`config.mk`:
```
export PLATFORM = sky130hd
export DESIGN_NAME = mhc_queue
export DESIGN_NICKNAME = d
export VERILOG_FILES = /design/src/design/mhc_pkg.sv /design/src/design/mhc_queue.sv
export SDC_FILE = /design/constraint.sdc
export NUM_CORES = 1
export LEC_CHECK = 0
export BUFFER_PORTS_ARGS = -buffer_cell sky130_fd_sc_hd__buf_2
export CAP_MARGIN = 20
export CELL_PAD_IN_SITES_DETAIL_PLACEMENT = 0
export CELL_PAD_IN_SITES_GLOBAL_PLACEMENT = 1
export CORE_MARGIN = 4
export CORE_UTILIZATION = 44
export DETAILED_ROUTE_END_ITERATION = 8
export PLACE_DENSITY_LB_ADDON = 0.1
export SYNTH_ARGS = -nofsm -noshare
export SYNTH_HDL_FRONTEND = slang
export SYNTH_SLANG_ARGS = --single-unit
```
`constraint.sdc`:
```
create_clock -name clk -period 3.8 [get_ports clk]
set_input_delay 0.76 -clock clk [delete_from_list [all_inputs] [get_ports clk]]
set_output_delay 0.76 -clock clk [all_outputs]
set_load 0.01 [all_outputs]
```
`src/design/mhc_pkg.sv`:
```
// ----------------------------------------------------------------------------
// mhc_pkg
// Shared types and constants for the masked histogram counter.
// ----------------------------------------------------------------------------
package mhc_pkg;

    // Number of bin counters held in the table
    localparam int BIN_DEPTH   = 256;
    localparam int BIN_AW      = (BIN_DEPTH > 1) ? $clog2(BIN_DEPTH) : 1;
    localparam int COUNT_W     = 32;
    localparam int LIMIT_W     = 9;
    // Entries in the queue between front and back
    localparam int QUEUE_DEPTH = 2;
    localparam int QUEUE_PW    = (QUEUE_DEPTH > 1) ? $clog2(QUEUE_DEPTH) : 1;
    localparam int QUEUE_CW    = $clog2(QUEUE_DEPTH + 1);

    // Operation codes carried by an input item
    localparam logic [1:0] OP_COUNT = 2'd0;
    localparam logic [1:0] OP_READ  = 2'd1;
    localparam logic [1:0] OP_WRITE = 2'd2;

    localparam logic [LIMIT_W-1:0] BINS_IN_USE_RESET = LIMIT_W'(256);

    // Input item
    typedef struct packed {
        logic [1:0]         op;
        logic signed [31:0] sample;
        logic               keep;
        logic [7:0]         bin_index;
        logic [31:0]        load_value;
    } req_t;

    // Result item
    typedef struct packed {
        logic [COUNT_W-1:0] count;
        logic               counted;
    } rsp_t;

    // Work kind decided by the front
    typedef enum logic [1:0] {
        KIND_NOP,
        KIND_COUNT,
        KIND_READ,
        KIND_WRITE
    } kind_t;

    // Command passed through the queue
    typedef struct packed {
        kind_t              kind;
        logic [BIN_AW-1:0]  addr;
        logic [COUNT_W-1:0] load_value;
    } cmd_t;

    // Back-end sequencer states
    typedef enum logic {
        BK_IDLE,
        BK_EXEC
    } bk_state_t;

endpackage

```
`src/design/mhc_queue.sv`:
```
// ----------------------------------------------------------------------------
// mhc_queue
// Short command queue that decouples the front from the back.
// ----------------------------------------------------------------------------
module mhc_queue (
    input  logic          clk,
    input  logic          rst_n,
    input  logic          push_valid,
    output logic          push_ready,
    input  mhc_pkg::cmd_t push_cmd,
    output logic          pop_valid,
    input  logic          pop,
    output mhc_pkg::cmd_t pop_cmd
);
    import mhc_pkg::*;

    cmd_t                entry_reg [QUEUE_DEPTH];
    logic [QUEUE_PW-1:0] wr_ptr_reg;
    logic [QUEUE_PW-1:0] rd_ptr_reg;
    logic [QUEUE_CW-1:0] fill_reg;
    logic                do_push;
    logic                do_pop;

    assign push_ready = fill_reg != QUEUE_CW'(QUEUE_DEPTH);
    assign pop_valid  = fill_reg != '0;
    assign do_push    = push_valid && push_ready;
    assign do_pop     = pop && pop_valid;
    assign pop_cmd    = entry_reg[rd_ptr_reg];

    // Store pushed commands
    always_ff @(posedge clk)
    begin
        if (do_push)
        begin
            entry_reg[wr_ptr_reg] <= push_cmd;
        end
    end

    // Advance pointers and fill level
    always_ff @(posedge clk or negedge rst_n)
    begin
        if (!rst_n)
        begin
            wr_ptr_reg <= '0;
            rd_ptr_reg <= '0;
            fill_reg   <= '0;
        end
        else
        begin
            if (do_push)
            begin
                wr_ptr_reg <= (32'(wr_ptr_reg) == QUEUE_DEPTH - 1) ? '0
                                                                  : wr_ptr_reg + 1'b1;
            end
            if (do_pop)
            begin
                rd_ptr_reg <= (32'(rd_ptr_reg) == QUEUE_DEPTH - 1) ? '0
                                                                  : rd_ptr_reg + 1'b1;
            end
            if (do_push && !do_pop)
            begin
                fill_reg <= fill_reg + 1'b1;
            end
            else if (do_pop && !do_push)
            begin
                fill_reg <= fill_reg - 1'b1;
            end
        end
    end

endmodule

```
Word-level counts from Yosys, hierarchy flattened
Memory sizes are Yosys's and may differ from the RTL's.
Index checks and enable logic that the tools add are counted.

storage, ports and cells
  register bits after elaboration = 4
  bits in writable memories = 84
  bits of input ports = 46
  output and inout bits = 44
  word-level logic and storage cells = 23
  memories kept = 1

memories
  name       words  width  read ports  clocked after Yosys merged registers in  wr ports  line             RTL
  entry_reg  2      42     1           0                                        1         mhc_queue.sv:17  cmd_t entry_reg [QUEUE_DEPTH];

operators by class
  add/subtract/negate cells = 4
  equality and inequality tests = 1
  mux-type cells = 6
  reductions and logical operators = 8

operators by type and width
  operator                                                             count
  1-bit logical AND                                                    4
  1-bit two-way mux                                                    4
  2-bit two-way mux                                                    2
  2-bit nonzero test                                                   2
  1-bit adder (second input constant)                                  2
  2-bit by 1-bit adder with 2-bit output (second input constant)       1
  1-bit logical NOT                                                    2
  2-bit != test (second input constant)                                1
  2-bit by 1-bit subtractor with 2-bit output (second input constant)  1

Logic depth before layout (Yosys ltp)
Gate-level depths: netlist (run 1).

  depth after elaboration = 6
  mapped depth = 7
  depth with buffers taken out = 7

Worst setup path after synthesis (run 1)
No wires, ideal clock.

  kind = input to register
  start point = input port push_valid
  end point = memory entry_reg[0][0] in the netlist's numbering, enable pin
  library setup time = 0.441 ns
  arrival = 2.619 ns
  data required time = 3.359 ns
  slack = 0.740 ns
  cell stages on the path = 2
  buffers on the path = 0
  cells stage by stage = nand2_1 -> nor2_1

between the ends
  longest elaborated chain between the ends = 3

RTL lines
  what                                     line             RTL
  start: declaration                       mhc_queue.sv:8   input logic push_valid,
  1-bit logical AND                        mhc_queue.sv:26  assign do_push = push_valid && push_ready;
  1-bit two-way mux                        mhc_queue.sv:33  if (do_push)
  1-bit two-way mux (not written as such)  mhc_queue.sv:35  entry_reg[wr_ptr_reg] <= push_cmd;
  end: declaration                         mhc_queue.sv:17

Every way passes these cells.

==> flow_metrics.tcl, run 1 <==
set metrics [dict create \
    status "finished clean" \
    dp_cells 335 \
    synthFlopType "edfxtp_1" \
    ys_seq_area_share_pct 76.5 \
    r2r_slack_ns 1.91 \
    fp-row-count 31 \
    fin_nets 294 \
    coreArea_um2 7410 \
    die_area_um2 9270 \
    sw_frac_of_total_pct 29.1 \
    die_width_um 96.3 \
    cts_made_buffers 9 \
    hold_viol 0 \
    synth_cell_types 15 \
    vias 1661 \
    grt_pass1_vias 1718 \
    antenna_found_initial 1 \
    dr.pass1.iters 4 \
    fmax_ghz 0.372 \
    die_h_um 96.3 \
    grt_usage_pct 12.2 \
    dp_hpwl_um 3740 \
    tns_ns 0 \
    worstMarginPinSlew_ns 1.00 \
    fin_crit_ns 2.69 \
    clk_pin_slew_ns 0.08 \
    setup_viol 0 \
    r2r_start "fill_reg[0]$_DFFE_PN0P_" \
    cellPowerDensity_nw_per_um2 740 \
    largest_reg_flops 84 \
    place_congestion 0.727 \
    critPathCapture "pop_cmd[27]" \
    hp-class "input pin to asynchronous set/reset pin" \
    layout_common_cells "buf_2, edfxtp_1, mux2_4" \
    clockPowerShare_pct 19.6 \
    cp_slowest_cell "dfrtp_2" \
    cp_slowest_stage_delay_ns 0.75 \
    slew_headroom_pct 33.1 \
    drive_gt1_share_pct 59.5 \
    rsz0062_at_grt "false" \
    syn_inst 149 \
    grt_pass1_wl_um 8100 \
    ctsResizeCount 0 \
    pwr-share-seq_pct 47.4 \
    cts_setup_buffers 0 \
    worstSkewPairLatency_ns 0.34 \
    grt_max_degree 43 \
    netlist_area_um2 3430 \
    htreeDepth 3 \
    p_leak_nw 1.66 \
    path_max_fanout 20 \
    p_int_w 0.00216 \
    cp_data_required_time_ns 3.04 \
    syn-num-nets 196 \
    holdBufCountCts 0 \
    crit_chain "buf_4 -> mux2_4 -> buf_2" \
    drt_iter0_drc 50 \
    port_buffers 89 \
    combPwrFrac_pct 32.9 \
    ys_warn_count 0 \
    clock_path_buffers 2 \
    postRouteAntennaNets 0 \
    drc 0 \
    cp-startpoint "rd_ptr_reg$_DFFE_PN0P_" \
    slew_viol_final 0 \
    cts_tree "yes" \
    critPathLaunchType "register" \
    wl_um 5410 \
    end_kind "output port" \
    start_util_pct 46.3 \
    critical_path_class "register to output port" \
    grt_overflow 0 \
    ios 90 \
    max-cap-violations 0 \
    avgSynthCellArea_um2 23.0 \
    mostFrequentLayoutCell "buf_2" \
    reg2reg_depth 4 \
    synth-edff-count 84 \
    syn_to_final_growth_pct 20.3 \
    synth-seq-cells 88 \
    critPathArrivalTime_ns 1.93 \
    final_cells 351 \
    post_drt_wl_per_cell_um 15.4 \
    fin_worst_skew_ns 0.00780 \
    num_antenna_cells 0 \
    async_flop_share_pct 4.55 \
    regToRegEndpoint "entry_reg[0][19]$_DFFE_PP_" \
    peakVddDrop_mv 0.315 \
    via_per_inst 4.73 \
    clock-root-buffer "clkbuf_8" \
    fin_crit_sh_pct 70.7 \
    cts.sinks 88 \
    switchingPower_w 0.000886 \
]
-- cell usage after synthesis, types with 2 or more instances --
master    instances  area [um2]
edfxtp_1         84        2520
mux2_2            3        33.8
dfrtp_1           4         100
mux2_4           39         586
xnor2_1           3        26.3
xor2_1            2        17.5
nand2_1           2        7.51
nor2_1            2        7.51
buf_12            4        80.1
-- layer usage --
layer  track usage, %  up-vias  share of wire, %
li1                 -      773                 -
met5                0        -              0.24
met1             13.8      814                39
met3             5.24       10               9.5
met2             20.2       62                49
met4             5.33        2               1.6
-- area by class of cell --
class | count | area (um2)
fill | 624 | 3280
sequential | 88 | 2620
clock inverter | 7 | 62.6
timing repair buffer | 92 | 468
multi-input combinational | 55 | 718
inverter | 1 | 3.75
clock buffer | 9 | 124
tap | 99 | 124
-- cells by family after synthesis --
logic type / share of synthesized area (%)
xor+xnor: 1.28
mux: 18.1
simple gates: 0.986
buf+inv: 2.77
flops: 76.5
fa+ha+maj: 0.365
-- worst max-delay path: cells and delay by family (launching register included) --
kind     cells  cell delay [ns]
mux          1             0.32
flops        1             0.75
buf+inv      2             0.51
-- worst min-delay path by stage --
stage	startpoint	endpoint	slack, ns
floorplan	rst_n	fill_reg[0]$_DFFE_PN0P_	0.46
global placement	fill_reg[1]$_DFFE_PN0P_	fill_reg[1]$_DFFE_PN0P_	0.50
detailed placement	fill_reg[1]$_DFFE_PN0P_	fill_reg[1]$_DFFE_PN0P_	0.49
CTS	rst_n	wr_ptr_reg$_DFFE_PN0P_	0.19
global route	rst_n	wr_ptr_reg$_DFFE_PN0P_	0.19
finish	rst_n	wr_ptr_reg$_DFFE_PN0P_	0.21
-- power by group through the flow --
stage / Sequential (W) / Clock (W) / Combinational, W
2_1_floorplan: 0.00141 / 0 / 0.000837
3_3_place_gp: 0.00147 / 0 / 0.00103
3_5_place_dp: 0.00148 / 0 / 0.00103
4_1_cts: 0.00145 / 0.000616 / 0.00103
5_1_grt: 0.00147 / 0.000664 / 0.00109
6_report: 0.00145 / 0.000599 / 0.00100
-- through the flow --
step | hold slack [ns] | utilization, % | area, um2 | total power (W) | setup slack [ns]
2_1_floorplan | 0.456 | - | 3430 | 0.00224 | 0.740
3_3_place_gp | 0.496 | 53.1 | 3940 | 0.00250 | 1.44
3_5_place_dp | 0.493 | 53.1 | 3940 | 0.00251 | 1.42
4_1_cts | 0.195 | 55.7 | 4120 | 0.00310 | 1.05
5_1_grt | 0.189 | 55.7 | 4120 | 0.00323 | 0.983
6_report | 0.213 | 55.7 | 4120 | 0.00305 | 1.11
Note: power is estimated with default switching activity, not from simulation.
==> run 2, diff against run 1 <==
- CORE_UTILIZATION: 44 -> 40
- clock period: 3.8 -> 2.2 ns (I/O delays scaled with it)
==> run 2 against run 1 <==
Die area grew 9.1%. First-iteration DRC count shrank 8.0%. Non-clock buffer count rose by 5.
==> flow_metrics.tcl, run 2 (synthesis results as in run 1) <==
set metrics [dict create \
    critPathLaunchType "register" \
    cp_slowest_cell "dfrtp_2" \
    drt_iter0_drc 46 \
    cp_slowest_stage_delay_ns 0.37 \
    start_util_pct 41.5 \
    clock-root-buffer "clkbuf_8" \
    reg2reg_depth 6 \
    worstSkewPairLatency_ns 0.34 \
    clk_pin_slew_ns 0.08 \
    slew_headroom_pct 77.0 \
    wl_um 5400 \
    slew_viol_final 0 \
    status "finished clean" \
    critical_path_class "register to output port" \
    r2r_slack_ns 0.66 \
    fin_crit_ns 1.95 \
    setup_viol 0 \
    cp_data_required_time_ns 1.76 \
    grt_pass1_wl_um 8130 \
    antenna_found_initial 0 \
    fin_crit_sh_pct 88.7 \
    regToRegEndpoint "fill_reg[1]$_DFFE_PN0P_" \
    hold_viol 0 \
    dp_worst_setup_slack_ns 0.595 \
    clock_path_buffers 2 \
    grt_usage_pct 11.1 \
    num_antenna_cells 0 \
    critPathArrivalTime_ns 1.51 \
    grt_overflow 0 \
    worst_slack_ns 0.248 \
    cellPowerDensity_nw_per_um2 1270 \
    crit_chain "buf_4 -> mux2_4 -> buf_2" \
    fin_worst_skew_ns 0.00442 \
    vias 1642 \
    r2r_start "fill_reg[0]$_DFFE_PN0P_" \
    hold_end "entry_reg[1][12]$_DFFE_PP_" \
    rsz0062_at_grt "false" \
    tns_ns 0 \
    dp_hpwl_um 3720 \
    grt_max_degree 26 \
    p_leak_nw 1.68 \
    die_h_um 101 \
    min_from "push_cmd[12]" \
    port_buffers 89 \
    cp_top_family "buffers and inverters" \
    fin_util_pct 50.4 \
    die_area_um2 10100 \
    largest_reg_flops 84 \
    fp-row-count 33 \
    post_drt_wl_per_cell_um 14.9 \
    via_per_inst 4.55 \
    ios 90 \
    postRouteAntennaNets 0 \
    cts_made_buffers 9 \
    grt_pass1_vias 1678 \
    fmax_ghz 0.512 \
    cts_tree "yes" \
    syn_to_final_growth_pct 21.5 \
    max-cap-violations 0 \
    dr.pass1.iters 6 \
    end_kind "output port" \
    htreeDepth 3 \
    crit_buf_inv 2 \
    mostFrequentLayoutCell "buf_2" \
    fill_cells 708 \
    layout_common_cells "buf_2, edfxtp_1, mux2_4" \
    place_congestion 0.644 \
    hp-class "input pin to register" \
    fin_nets 299 \
    cts.sinks 88 \
    whs_path_depth 1 \
    coreArea_um2 8260 \
    drc 0 \
    peakVddDrop_mv 0.615 \
    worstMarginPinSlew_ns 0.345 \
    worstSetupPathDepth 3 \
    path_max_fanout 18 \
    drive_gt1_share_pct 59.8 \
    die_width_um 101 \
]
## run 2: cell count changes in the layout (fill, tap and decap cells not counted), sizes merged
cell / change
buf: +4
dlygate4sd3: +1
clkinv: -3
clkbuf: +2
## run 2: layout make-up
type                       count  area [um2]  share of cell area, %
sequential                    88        2620                   63.0
clock buffer                  11         131                   3.16
timing repair buffer          97         508                   12.2
inverter                       1        3.75                 0.0902
tap                          105         131                   3.16
clock inverter                 4        46.3                   1.11
multi-input combinational     55         718                   17.3
## run 2: how the worst max path moves through the flow
stage	slack, ns	from	to
floorplan	0.13	fill_reg[0]$_DFFE_PN0P_	entry_reg[1][0]$_DFFE_PP_
global placement	0.60	rd_ptr_reg$_DFFE_PN0P_	pop_cmd[10]
detailed placement	0.60	rd_ptr_reg$_DFFE_PN0P_	pop_cmd[10]
CTS	0.20	rd_ptr_reg$_DFFE_PN0P_	pop_cmd[10]
global route	0.15	rd_ptr_reg$_DFFE_PN0P_	pop_cmd[10]
finish	0.25	rd_ptr_reg$_DFFE_PN0P_	pop_cmd[10]
## run 2: metrics by stage
step           total power, W  instance area (um2)  hold slack (ns)  cells
2_1_floorplan         0.00387                 3430            0.144    149
5_1_grt               0.00561                 4160            0.252    361
3_3_place_gp          0.00436                 3980            0.255    345
4_1_cts               0.00540                 4160            0.262    361
3_5_place_dp          0.00437                 3980            0.254    345
6_report              0.00530                 4160            0.285    361
## run 2: metal layers
layer  GRT usage (%)  wire length [um]  up-vias
met5               0                 0        -
met3            4.29               401       11
met2            18.5              2720       54
li1                -                 -      782
met1            12.3              2180      795
met4            5.60                94        0
## run 2: report_power, final
part,leakage (nW),internal [W],switching [W]
clock network,0.0868,0.000514,0.000507
logic,0.770,0.000962,0.000907
registers,0.826,0.00229,0.000111
## run 2: what timing repair did
item / CTS / global route
endpoints found under the hold margin: 4 / 0
setup endpoints to repair: 0 / 0
hold buffers: 1 / 0
setup buffers: 0 / 0
gates resized for setup: 0 / 0
