### config.mk
export PLATFORM = sky130hd
export DESIGN_NAME = mhc_front
export DESIGN_NICKNAME = d
export VERILOG_FILES = /design/src/design/mhc_pkg.sv /design/src/design/mhc_front.sv
export SDC_FILE = /design/constraint.sdc
export NUM_CORES = 1
export LEC_CHECK = 0
export BUFFER_PORTS_ARGS = -buffer_cell sky130_fd_sc_hd__buf_4
export CAP_MARGIN = 20
export CORE_ASPECT_RATIO = 1.25
export CORE_MARGIN = 8
export CORE_UTILIZATION = 42
export CTS_CLUSTER_DIAMETER = 30
export DETAILED_ROUTE_END_ITERATION = 12
export GPL_ROUTABILITY_DRIVEN = 0
export PLACE_DENSITY_LB_ADDON = 0.25
export SLEW_MARGIN = 20
export SYNTH_ARGS = -nofsm -noshare
export SYNTH_HDL_FRONTEND = slang
export SYNTH_SLANG_ARGS = --single-unit
### constraint.sdc
create_clock -name clk -period 2.1 [get_ports clk]
set_input_delay 0.525 -clock clk [delete_from_list [all_inputs] [get_ports clk]]
set_output_delay 0.525 -clock clk [all_outputs]
set_load 0.02 [all_outputs]
### src/design/mhc_pkg.sv
// ----------------------------------------------------------------------------
// mhc_pkg
// Shared types and constants for the masked histogram counter.
// ----------------------------------------------------------------------------
package mhc_pkg;

    // Number of bin counters held in the table
    localparam int BIN_DEPTH   = 256;
    localparam int BIN_AW      = (BIN_DEPTH > 1) ? $clog2(BIN_DEPTH) : 1;
    localparam int COUNT_W     = 32;
    localparam int LIMIT_W     = 9;
    // Entries in the queue between front and back
    localparam int QUEUE_DEPTH = 2;
    localparam int QUEUE_PW    = (QUEUE_DEPTH > 1) ? $clog2(QUEUE_DEPTH) : 1;
    localparam int QUEUE_CW    = $clog2(QUEUE_DEPTH + 1);

    // Operation codes carried by an input item
    localparam logic [1:0] OP_COUNT = 2'd0;
    localparam logic [1:0] OP_READ  = 2'd1;
    localparam logic [1:0] OP_WRITE = 2'd2;

    localparam logic [LIMIT_W-1:0] BINS_IN_USE_RESET = LIMIT_W'(256);

    // Input item
    typedef struct packed {
        logic [1:0]         op;
        logic signed [31:0] sample;
        logic               keep;
        logic [7:0]         bin_index;
        logic [31:0]        load_value;
    } req_t;

    // Result item
    typedef struct packed {
        logic [COUNT_W-1:0] count;
        logic               counted;
    } rsp_t;

    // Work kind decided by the front
    typedef enum logic [1:0] {
        KIND_NOP,
        KIND_COUNT,
        KIND_READ,
        KIND_WRITE
    } kind_t;

    // Command passed through the queue
    typedef struct packed {
        kind_t              kind;
        logic [BIN_AW-1:0]  addr;
        logic [COUNT_W-1:0] load_value;
    } cmd_t;

    // Back-end sequencer states
    typedef enum logic {
        BK_IDLE,
        BK_EXEC
    } bk_state_t;

endpackage

### src/design/mhc_front.sv
// ----------------------------------------------------------------------------
// mhc_front
// Accepts input items, checks range and mask, and registers one command.
// ----------------------------------------------------------------------------
module mhc_front (
    input  logic                        clk,
    input  logic                        rst_n,
    input  logic                        cfg_wr_en,
    input  logic [mhc_pkg::LIMIT_W-1:0] cfg_wr_data,
    input  logic                        req_valid,
    output logic                        req_ready,
    input  mhc_pkg::req_t               req,
    output logic                        cmd_valid,
    input  logic                        cmd_ready,
    output mhc_pkg::cmd_t               cmd
);
    import mhc_pkg::*;

    logic [LIMIT_W-1:0] bins_in_use_reg;
    logic               cmd_valid_reg;
    cmd_t               cmd_reg;
    cmd_t               cmd_next;
    logic [31:0]        limit;
    logic               sample_hit;
    logic               index_ok;
    logic               accept;

    // Hold the bin limit register
    always_ff @(posedge clk or negedge rst_n)
    begin
        if (!rst_n)
        begin
            bins_in_use_reg <= BINS_IN_USE_RESET;
        end
        else if (cfg_wr_en)
        begin
            bins_in_use_reg <= cfg_wr_data;
        end
    end

    // Saturate the limit at the table depth
    assign limit = (32'(bins_in_use_reg) > 32'(BIN_DEPTH)) ? 32'(BIN_DEPTH)
                                                          : 32'(bins_in_use_reg);

    // Classify the item
    assign sample_hit = req.keep && !req.sample[31] && ($unsigned(req.sample) < limit);
    assign index_ok   = 32'(req.bin_index) < 32'(BIN_DEPTH);

    always_comb
    begin
        cmd_next.load_value = req.load_value;
        cmd_next.addr       = BIN_AW'(req.bin_index);
        cmd_next.kind       = KIND_NOP;
        case (req.op)
            OP_COUNT:
            begin
                cmd_next.addr = req.sample[BIN_AW-1:0];
                if (sample_hit)
                begin
                    cmd_next.kind = KIND_COUNT;
                end
            end
            OP_READ:
            begin
                if (index_ok)
                begin
                    cmd_next.kind = KIND_READ;
                end
            end
            OP_WRITE:
            begin
                if (index_ok)
                begin
                    cmd_next.kind = KIND_WRITE;
                end
            end
            default:
            begin
                cmd_next.kind = KIND_NOP;
            end
        endcase
    end

    assign req_ready = !cmd_valid_reg || cmd_ready;
    assign accept    = req_valid && req_ready;

    // Hold the classified command until the queue takes it
    always_ff @(posedge clk or negedge rst_n)
    begin
        if (!rst_n)
        begin
            cmd_valid_reg <= 1'b0;
        end
        else if (req_ready)
        begin
            cmd_valid_reg <= req_valid;
        end
    end

    always_ff @(posedge clk)
    begin
        if (accept)
        begin
            cmd_reg <= cmd_next;
        end
    end

    assign cmd_valid = cmd_valid_reg;
    assign cmd       = cmd_reg;

endmodule

==> Word-level counts from Yosys, hierarchy flattened <==
Index checks and enable logic that the tools add are counted.
{ "totals": {"reg_bits": 52, "inputBits": 89, "out_inout_bits": 44, "word_cells": 20} }
{ "classes": {"magnitude_cmp": 2, "eq_ne": 2, "mux": 4, "n_reduce_logical": 7} }
{ "op_table": {"columns": ["op", "n"], "rows": [
  ["32-bit by 9-bit < comparator with 1-bit output", 1],
  ["9-bit > comparator, second input constant", 1],
  ["9-bit 2-to-1 mux", 1],
  ["8-bit 2-to-1 mux", 1],
  ["2-bit one-hot mux with 3 select lines", 1],
  ["1-bit logical AND", 3],
  ["2-bit by 1-bit equality test with 1-bit output, second input constant", 1],
  ["2-bit equality test, second input constant", 1],
  ["1-bit zero test", 2],
  ["2-bit zero test", 1],
  ["1-bit logical OR", 1],
  ["1-bit 2-to-1 mux", 1]
]} }

==> Logic depth before layout (Yosys ltp) <==
Gate-level depths: netlist (run 1).
{ "logic_depth": {"depth_word": 6, "mapped_depth": 7, "depth_no_buf": 7} }

==> Worst setup path before layout (run 1) <==
OpenSTA, ideal clock, no wires.
{ "synth_path": {"kind": "in2reg", "startpoint": "in cmd_ready", "endpoint": "reg cmd_reg, in the netlist cmd[0] (enable)", "setup_ps": 403, "t_arrival_ps": 1840, "t_required_ps": 1697, "slack_ps": -143, "stages": 2, "path_buffers": 0, "path_cell_list": "nand2b_1 > and2_1"} }
{ "synth_between": {"elab_chain_len": 2} }
{ "synth_lines": {"columns": ["element", "line", "source"], "rows": [
  ["start, declared", "mhc_front.sv:14", "input logic cmd_ready,"],
  ["1-bit logical OR", "mhc_front.sv:84", "assign req_ready = !cmd_valid_reg || cmd_ready;"],
  ["1-bit logical AND", "mhc_front.sv:85", "assign accept = req_valid && req_ready;"],
  ["net accept", "mhc_front.sv:26", "logic accept;"],
  ["end signal, assigned", "mhc_front.sv:104", "cmd_reg <= cmd_next;"],
  ["end, declared", "mhc_front.sv:21", "cmd_t cmd_reg;"]
]} }
The timed path passes the listed nets, and every way through them passes these cells.
A chain may end at the register's enable or synchronous reset.

==> run metrics, run 1 <==
status complete, no violations; initial core utilization 0.433; power per cell area 711 nW/um^2; ANT cells 0; layout net count 350; Worst Setup Start Kind flop; share of cells above drive strength 1 0.644; CP peak stage delay 570 ps; Via-to-Cell Ratio 4.73; pre-CTS WS 125 ps; reg2reg start bins_in_use_reg[8]; CP max FO 9; Synth Flop Type edfxtp_1; Avg Cell Area, Syn 18.0 um^2; Max Slew Vio Count 0; CP Cell Sequence clkinvlp_4 -> nand2_1 -> ha_1 -> a21o_1 -> a21o_1 -> a211oi_2 -> a221o_1; DIE AREA 7380 um^2; GRT overflow 0; Die Span Y 94.1 um; crit share post-route 0.914; Max Fclk 521 MHz; R2R depth 7; M1 GR Usage 0.162; M3 GR Usage 0.0651; Hold Crit Class in -> async; unrepaired setup endpoints after global routing false; final hold violations 0; setup skew after layout 3.41 ps; vias in the first global route 1676; Pre-Repair DR Iteration Count 4; Core Region 4730 um^2; max reg flops 42; Post-synth EDFFs 42; Seq/Total Area, Yosys 0.738; via count 1482; drt initial violations 44; Max-slew headroom 0.386; ANT nets after route 0; first-pass GRT wire length 8.47 mm; CTS root buf clkbuf_8; synthesized cell area 2050 um^2; initial antenna violation count 0; Synth top cells by count edfxtp_1 (42), mux2_2 (16), dfrtp_1 (9), ha_1 (9), nand2_1 (8); largest net degree at the start of global routing 43; # fillers 383; Setup crit start bins_in_use_reg[8]; worst setup path end cmd[40]; # IOs 133; leading area contributor after synthesis edfxtp_1; HPWL Detailed 4.63 mm; per-cell routed wire length 17.3 um; Worst setup EP type flop; register-to-register setup slack 180 ps; Yosys top cell area share 0.615; post-layout min period 1920 ps; hold slack 40.6 ps; max cap viols 0; most frequent cell after synthesis edfxtp_1; clk buf depth 2; Crit-path slowest cell dfstp_2; TritonCTS clock tree built; VDD IR max 0.429 mV; Leak Pwr 0.00141 uW; GR peak layer met2; PnR Total Power 2290 uW; critical path arrival 2090 ps; Sink Count 52; worst r2r dst cmd[40]; final worst slack 180 ps; synthesized flop and latch total 52; net count after synthesis 212; Worst EP required 2270 ps; most frequent CP cell a21o_1; port bufs 132; Warnings, synthesis 0; Clock Latency Late Sink 290 ps; Async S/R FF share, synth 0.192; Syn Inst Count 114; Area contributors post-synth edfxtp_1 (62%), dfrtp_1 (11%), mux2_2 (8.8%); Final setup viols 0; CTS buffer count 5; Cell Rows 28; Global Route Usage Sum 0.147; worst slew pin tran 922 ps; number of post-CTS setup repair buffers 0; number of remaining DRC errors 0; WS Path Type reg -> reg; final WL 5.43 mm; H-tree levels 2; clock slew seen by the registers of the worst setup and hold paths 90 ps; DIE WIDTH 78.5 um; Synth cell types 26; setup_tns 0 ps; Area Overhead vs Synth 57.4%; met2 usage 0.251
[kinds of logic after synthesis]
kind of cell    count (synthesis)  synth area share
flops                          52             0.738
mux                            16            0.0879
compound gates                  9            0.0317
buf+inv                         5            0.0134
fa+ha+maj                       9            0.0549
simple gates                   23            0.0739
[cell type report]
class	instances	area (um^2)	area share
multi-input cells	57	510	0.158
clock buffers	5	68.8	0.0213
clock inverters	3	46.3	0.0143
inverters	3	15.0	0.00465
repair buffers	133	998	0.309
flip-flops and latches	52	1510	0.469
well taps	60	75.1	0.0233
[layer usage]
metal | vias up | routed length, um | part of all wire
li1 | 716 | - | -
met3 | 4 | 529 | 0.097
met5 | - | 0 | 0
met2 | 80 | 2800 | 0.52
met1 | 682 | 2070 | 0.38
met4 | 0 | 38 | 0.0070
[worst max-delay path: cells and delay by family (launching register included)]
family	cells	cell delay, ps
adders and majority gates	1	240
DFF	1	570
buffers and inverters	1	160
and+or+nand+nor	1	100
AOI/OAI and AO/OA	4	740
[worst min-delay path by stage]
stage               startpoint                 end  slack (ps)  cells after the start
floorplan                rst_n  bins_in_use_reg[0]         230                      0
global placement         rst_n  bins_in_use_reg[3]         360                      1
detailed placement       rst_n  bins_in_use_reg[3]         360                      1
CTS                      rst_n  bins_in_use_reg[4]          30                      1
global route             rst_n  bins_in_use_reg[7]          30                      1
finish                   rst_n  bins_in_use_reg[5]          40                      1
[power by group]
part | switching, uW | internal [uW] | leakage, uW
registers | 23.0 | 1190 | 0.000515
logic | 178 | 217 | 0.000842
clock network | 324 | 359 | 0.0000548
[cells in the final DEF, fill, tap and decap left out]
cell type	instances
o21ai_1	1
a21o_1	2
nor3_1	2
and2_2	1
bufinv_16	1
inv_6	1
a21oi_1	2
edfxtp_1	42
clkinvlp_4	2
inv_1	2
dfstp_2	1
o211ai_1	1
ha_1	9
nor4_1	3
a211oi_2	1
clkbuf_8	5
dfrtp_1	9
and4_1	1
a221o_1	1
buf_4	133
nand3_1	1
nand2b_1	2
nand4_1	1
o21ai_0	1
nor4b_1	2
mux2_2	16
nand2_1	8
nor4_4	1
nor4b_2	1
[per-stage QoR]
stage	area [um^2]	util	cells
CTS	3220	0.681	313
floorplan	2050	-	114
finish	3230	0.682	313
detailed placement	3110	0.657	305
global route	3230	0.682	313
global placement	3110	0.657	305
[timing repair]
action                                  CTS  global route
hold buffers                              0             0
gates resized for setup                   0             2
endpoints found under the setup margin    0             1
No activity file was read; power rests on OpenSTA's default activity.
==> inputs of run 2 (changes only) <==
--- a/config.mk
+++ b/config.mk
@@ -5,7 +5,7 @@
 export SDC_FILE = /design/constraint.sdc
 export NUM_CORES = 1
 export LEC_CHECK = 0
-export BUFFER_PORTS_ARGS = -buffer_cell sky130_fd_sc_hd__buf_4
+export BUFFER_PORTS_ARGS = -buffer_cell sky130_fd_sc_hd__buf_2
 export CAP_MARGIN = 20
 export CORE_ASPECT_RATIO = 1.25
 export CORE_MARGIN = 8
==> run 2 against run 1 <==
  * Via count grew 0.67%
  * Largest cell class unchanged
  * Maximum frequency shrank 1.3%
  * Routed wire length shrank 3.5%
  * Critical path type unchanged
==> run metrics, run 2 (synthesis results as in run 1) <==
PnR Total Power 2320 uW; clk buf depth 2; ANT cells 0; initial core utilization 0.433; DIE AREA 7380 um^2; vias in the first global route 1602; H-tree levels 2; Worst EP required 2270 ps; Max Fclk 514 MHz; unrepaired setup endpoints after global routing false; Final setup viols 0; Max-slew headroom 0.809; layout net count 351; VDD IR max 0.493 mV; CP Cell Sequence clkinvlp_4 -> nand2_1 -> ha_1 -> a21o_1 -> a21o_1 -> a211oi_2 -> a221o_1; drt initial violations 47; multi-input logic area 510 um^2; clock slew seen by the registers of the worst setup and hold paths 90 ps; most frequent cells in the layout buf_2 (132), edfxtp_1 (42), mux2_2 (16), ha_1 (9), dfrtp_1 (9); via count 1492; ANT nets after route 0; Worst Setup Start Kind flop; hold slack 77.7 ps; max cap viols 0; # fillers 396; share of cells above drive strength 1 0.644; WS Path Type reg -> reg; CP max FO 9; Crit-path slowest cell dfstp_2; CTS buffer count 5; largest net degree at the start of global routing 43; setup_tns 0 ps; CTS root buf clkbuf_8; max reg flops 42; design area 2930 um^2; Clock Latency Late Sink 290 ps; power per cell area 790 nW/um^2; crit share post-route 0.926; Global Route Usage Sum 0.136; GRT overflow 0; Core Region 4730 um^2; Via-to-Cell Ratio 4.77; post-layout min period 1950 ps; DP Area 2800 um^2; per-cell routed wire length 16.7 um; DIE WIDTH 78.5 um; hold-fix buffers at CTS 0; status complete, no violations; final WL 5.24 mm; HPWL Detailed 4.38 mm; most frequent CP cell a21o_1; critical path arrival 2110 ps; Pre-Repair DR Iteration Count 5; Sink Count 52; final hold violations 0; Hold Crit Class in -> async; # IOs 133; Cell Rows 28; Leak Pwr 0.00131 uW; Die Span Y 94.1 um; commonest non-fill, non-tap cell in the layout buf_2; Max Slew Vio Count 0; TritonCTS clock tree built; setup skew after layout 1.33 ps; FF/Latch Area 1510 um^2; Worst setup EP type flop; Area Overhead vs Synth 43.0%; CP peak stage delay 570 ps; initial antenna violation count 0; first-pass GRT wire length 7.96 mm; number of remaining DRC errors 0; port bufs 132; worst slew pin tran 282 ps
==> run 2: cell count changes in the layout (fill, tap and decap cells not counted) <==
cell | before | now
o21ai_1 | 1 | 0
buf_4 | 133 | 1
inv_6 | 1 | 0
o21ai_0 | 1 | 2
bufinv_16 | 1 | 2
clkinvlp_4 | 2 | 1
buf_12 | 0 | 1
buf_2 | 0 | 132
==> run 2: through the flow <==
step | utilization | setup slack, ps | std cells
after detailed placement | 0.592 | 146 | 306
after global routing | 0.620 | 34.0 | 313
after CTS | 0.619 | 90.6 | 313
after global placement | 0.592 | 199 | 306
after floorplan | - | 297 | 114
final | 0.620 | 155 | 313
==> run 2: layer usage <==
layer,GRT usage,vias to the layer above,wire length (um)
met5,0,-,0
met4,0.0418,0,38
met3,0.0575,4,606
met2,0.237,83,2590
met1,0.146,688,2000
li1,-,717,-
==> run 2: path summary, 6_finish.rpt <==
kind                               startpoint            endpoint  slack [ps]  cells after the start
setup / recovery           bins_in_use_reg[8]             cmd[40]         150                      7
hold / removal                          rst_n  bins_in_use_reg[3]          80                      1
setup reg to reg           bins_in_use_reg[8]             cmd[40]         150                      7
hold reg to reg            bins_in_use_reg[0]  bins_in_use_reg[0]         520                      1
max in group asynchronous               rst_n  bins_in_use_reg[8]        1760                      1
min in group clk                      req[25]             cmd[25]         400                      1
==> run 2: what timing repair did <==
action / 4_1_cts / 5_1_grt
endpoints found under the setup margin: 0 / 1
gates resized for setup: 0 / 1
setup buffers: 0 / 0
hold endpoints to repair: 0 / 0
==> run 2: layout make-up <==
type / instances / share of cell area
sequential: 52 / 0.516
multi-input combinational: 57 / 0.174
inverter: 3 / 0.00512
clock inverter: 2 / 0.0205
clock buffer: 5 / 0.0235
timing repair buffer: 134 / 0.235
tap: 60 / 0.0256
==> run 2: critical path: cells and delay by family, from the launching register on <==
kind,cells,cell delay (ps)
AOI/OAI and AO/OA,4,760
adders and majority gates,1,240
buffers and inverters,1,170
DFF,1,570
and+or+nand+nor,1,100
==> run 2: report_power, final <==
| part | total (uW) | switching, uW | leakage (uW) | internal [uW] |
|---|---|---|---|---|
| sequential | 1210 | 20.5 | 0.000515 | 1190 |
| combinational | 332 | 180 | 0.000735 | 152 |
| clock | 770 | 301 | 0.0000642 | 469 |
==> inputs of run 3 (changes only) <==
--- a/config.mk
+++ b/config.mk
@@ -14,6 +14,7 @@
 export DETAILED_ROUTE_END_ITERATION = 12
 export GPL_ROUTABILITY_DRIVEN = 0
 export PLACE_DENSITY_LB_ADDON = 0.25
+export SETUP_SLACK_MARGIN = 0.2
 export SLEW_MARGIN = 20
 export SYNTH_ARGS = -nofsm -noshare
 export SYNTH_HDL_FRONTEND = slang
==> run 3 against run 2 <==
  * Setup slack better by 150 ps
  * Worst hold slack hardly changed
  * Clock power hardly changed
  * Sequential power hardly changed
  * Flip-flop and latch count stayed put
  * Routed wire length is 0.15% higher
  * Count of clock-buffer cells in the layout stayed put
  * Sequential share of layout area hardly changed
  * Combinational power hardly changed
  * Critical endpoint unchanged
  * Highest routed layer unchanged
==> run metrics, run 3 (synthesis results as in run 1) <==
Cell Count, Final, Fillers Out 313; first-pass GRT wire length 7.96 mm; setup skew after layout 1.72 ps; Clock Latency Late Sink 290 ps; ANT cells 0; critical path arrival 1960 ps; layout net count 351; PnR Total Power 2310 uW; number of remaining DRC errors 0; most frequent CP cell a21o_1; clock slew seen by the registers of the worst setup and hold paths 80 ps; max reg flops 42; Cell Rows 28; share of cells above drive strength 1 0.644; combinational power share 0.144; power per cell area 790 nW/um^2; Pre-Repair DR Iteration Count 5; crit share post-route 0.855; VDD IR max 0.493 mV; sequential share of power 0.524; per-cell routed wire length 16.8 um; post-layout min period 1800 ps; CP Cell Sequence inv_4 -> nand2_1 -> ha_1 -> a21o_1 -> a21o_1 -> a211oi_2 -> a221o_1; WS Path Type reg -> reg; ANT nets after route 0; worst slew pin tran 282 ps; M1 GR Usage 0.146; # fillers 396; hold-fix buffers at CTS 0; Area Overhead vs Synth 42.9%; met2 usage 0.237; CP peak stage delay 570 ps; Max-slew headroom 0.809; most frequent cells in the layout buf_2 (132), edfxtp_1 (42), mux2_2 (16), ha_1 (9), dfrtp_1 (9); CTS root buf clkbuf_8; TritonCTS clock tree built; Leak Pwr 0.00132 uW; DIE AREA 7380 um^2; Max Fclk 557 MHz; vias in the first global route 1602; unrepaired setup endpoints after global routing false; initial antenna violation count 0; # IOs 133; drt initial violations 48; R2R depth 7; Switching Share 0.217; status complete, no violations; final hold violations 0; final WL 5.25 mm; via count 1495; Via-to-Cell Ratio 4.78; commonest non-fill, non-tap cell in the layout buf_2; Hold Crit Class in -> async; M3 GR Usage 0.0575; Worst EP required 2270 ps; Sink Count 52; Die Span Y 94.1 um; Final setup viols 0; setup_tns 0 ps; GR peak layer met2; Max Slew Vio Count 0; CP top delay family compound AO/OA/AOI/OAI gates; Core Region 4730 um^2; GRT overflow 0; Clock power frac 0.332; largest net degree at the start of global routing 43; fin util 0.619; DIE WIDTH 78.5 um; P_sw 501 uW; H-tree levels 2; port bufs 132; Internal 1810 uW; Worst setup EP type flop; CTS buffer count 5; clk buf depth 2; max cap viols 0; Worst Setup Start Kind flop; initial core utilization 0.433; Crit-path slowest cell dfstp_2; HPWL Detailed 4.38 mm; CP max FO 9; dpl cells 306; CP Depth 7; worst path bufs/invs 1; Global Route Usage Sum 0.136; hold slack 78.0 ps
[run 3: power by group through the flow]
stage	sequential (uW)	clock, uW	combinational, uW
2_1_floorplan	1300	0	104
3_3_place_gp	1240	0	326
3_5_place_dp	1240	0	333
4_1_cts	1210	796	337
5_1_grt	1220	822	360
6_report	1210	769	332
[run 3: per-stage QoR]
| stage | setup slack, ps | area, um^2 |
|---|---|---|
| floorplan | 297 | 2050 |
| global placement | 199 | 2800 |
| detailed placement | 146 | 2800 |
| CTS | 217 | 2930 |
| global route | 205 | 2930 |
| finish | 305 | 2930 |
[run 3: worst paths after layout]
path | start | to | slack, ps
max | bins_in_use_reg[8] | cmd[40] | 300
min reg2reg | bins_in_use_reg[6] | bins_in_use_reg[6] | 520
min in group clk | req[25] | cmd[25] | 400
min | rst_n | bins_in_use_reg[3] | 80
max reg2reg | bins_in_use_reg[8] | cmd[40] | 300
max in group asynchronous | rst_n | bins_in_use_reg[8] | 1760
[run 3: per-layer routing]
metal  part of all wire  vias to the layer above
li1                   -                      717
met1               0.38                      687
met2               0.49                       87
met3               0.12                        4
met4             0.0072                        0
met5                  0                        -
[run 3: what timing repair did]
item / in CTS / in global routing
setup buffers: 0 / 0
gates resized for setup: 1 / 1
endpoints found under the setup margin: 1 / 1
[run 3: cell type report]
class,count,area (um^2),share of cell area
inverter,3,13.8,0.00470
sequential,52,1510,0.516
clock inverter,2,60.1,0.0205
clock buffer,5,68.8,0.0235
multi-input combinational,57,510,0.174
timing repair buffer,134,688,0.235
tap,60,75.1,0.0256
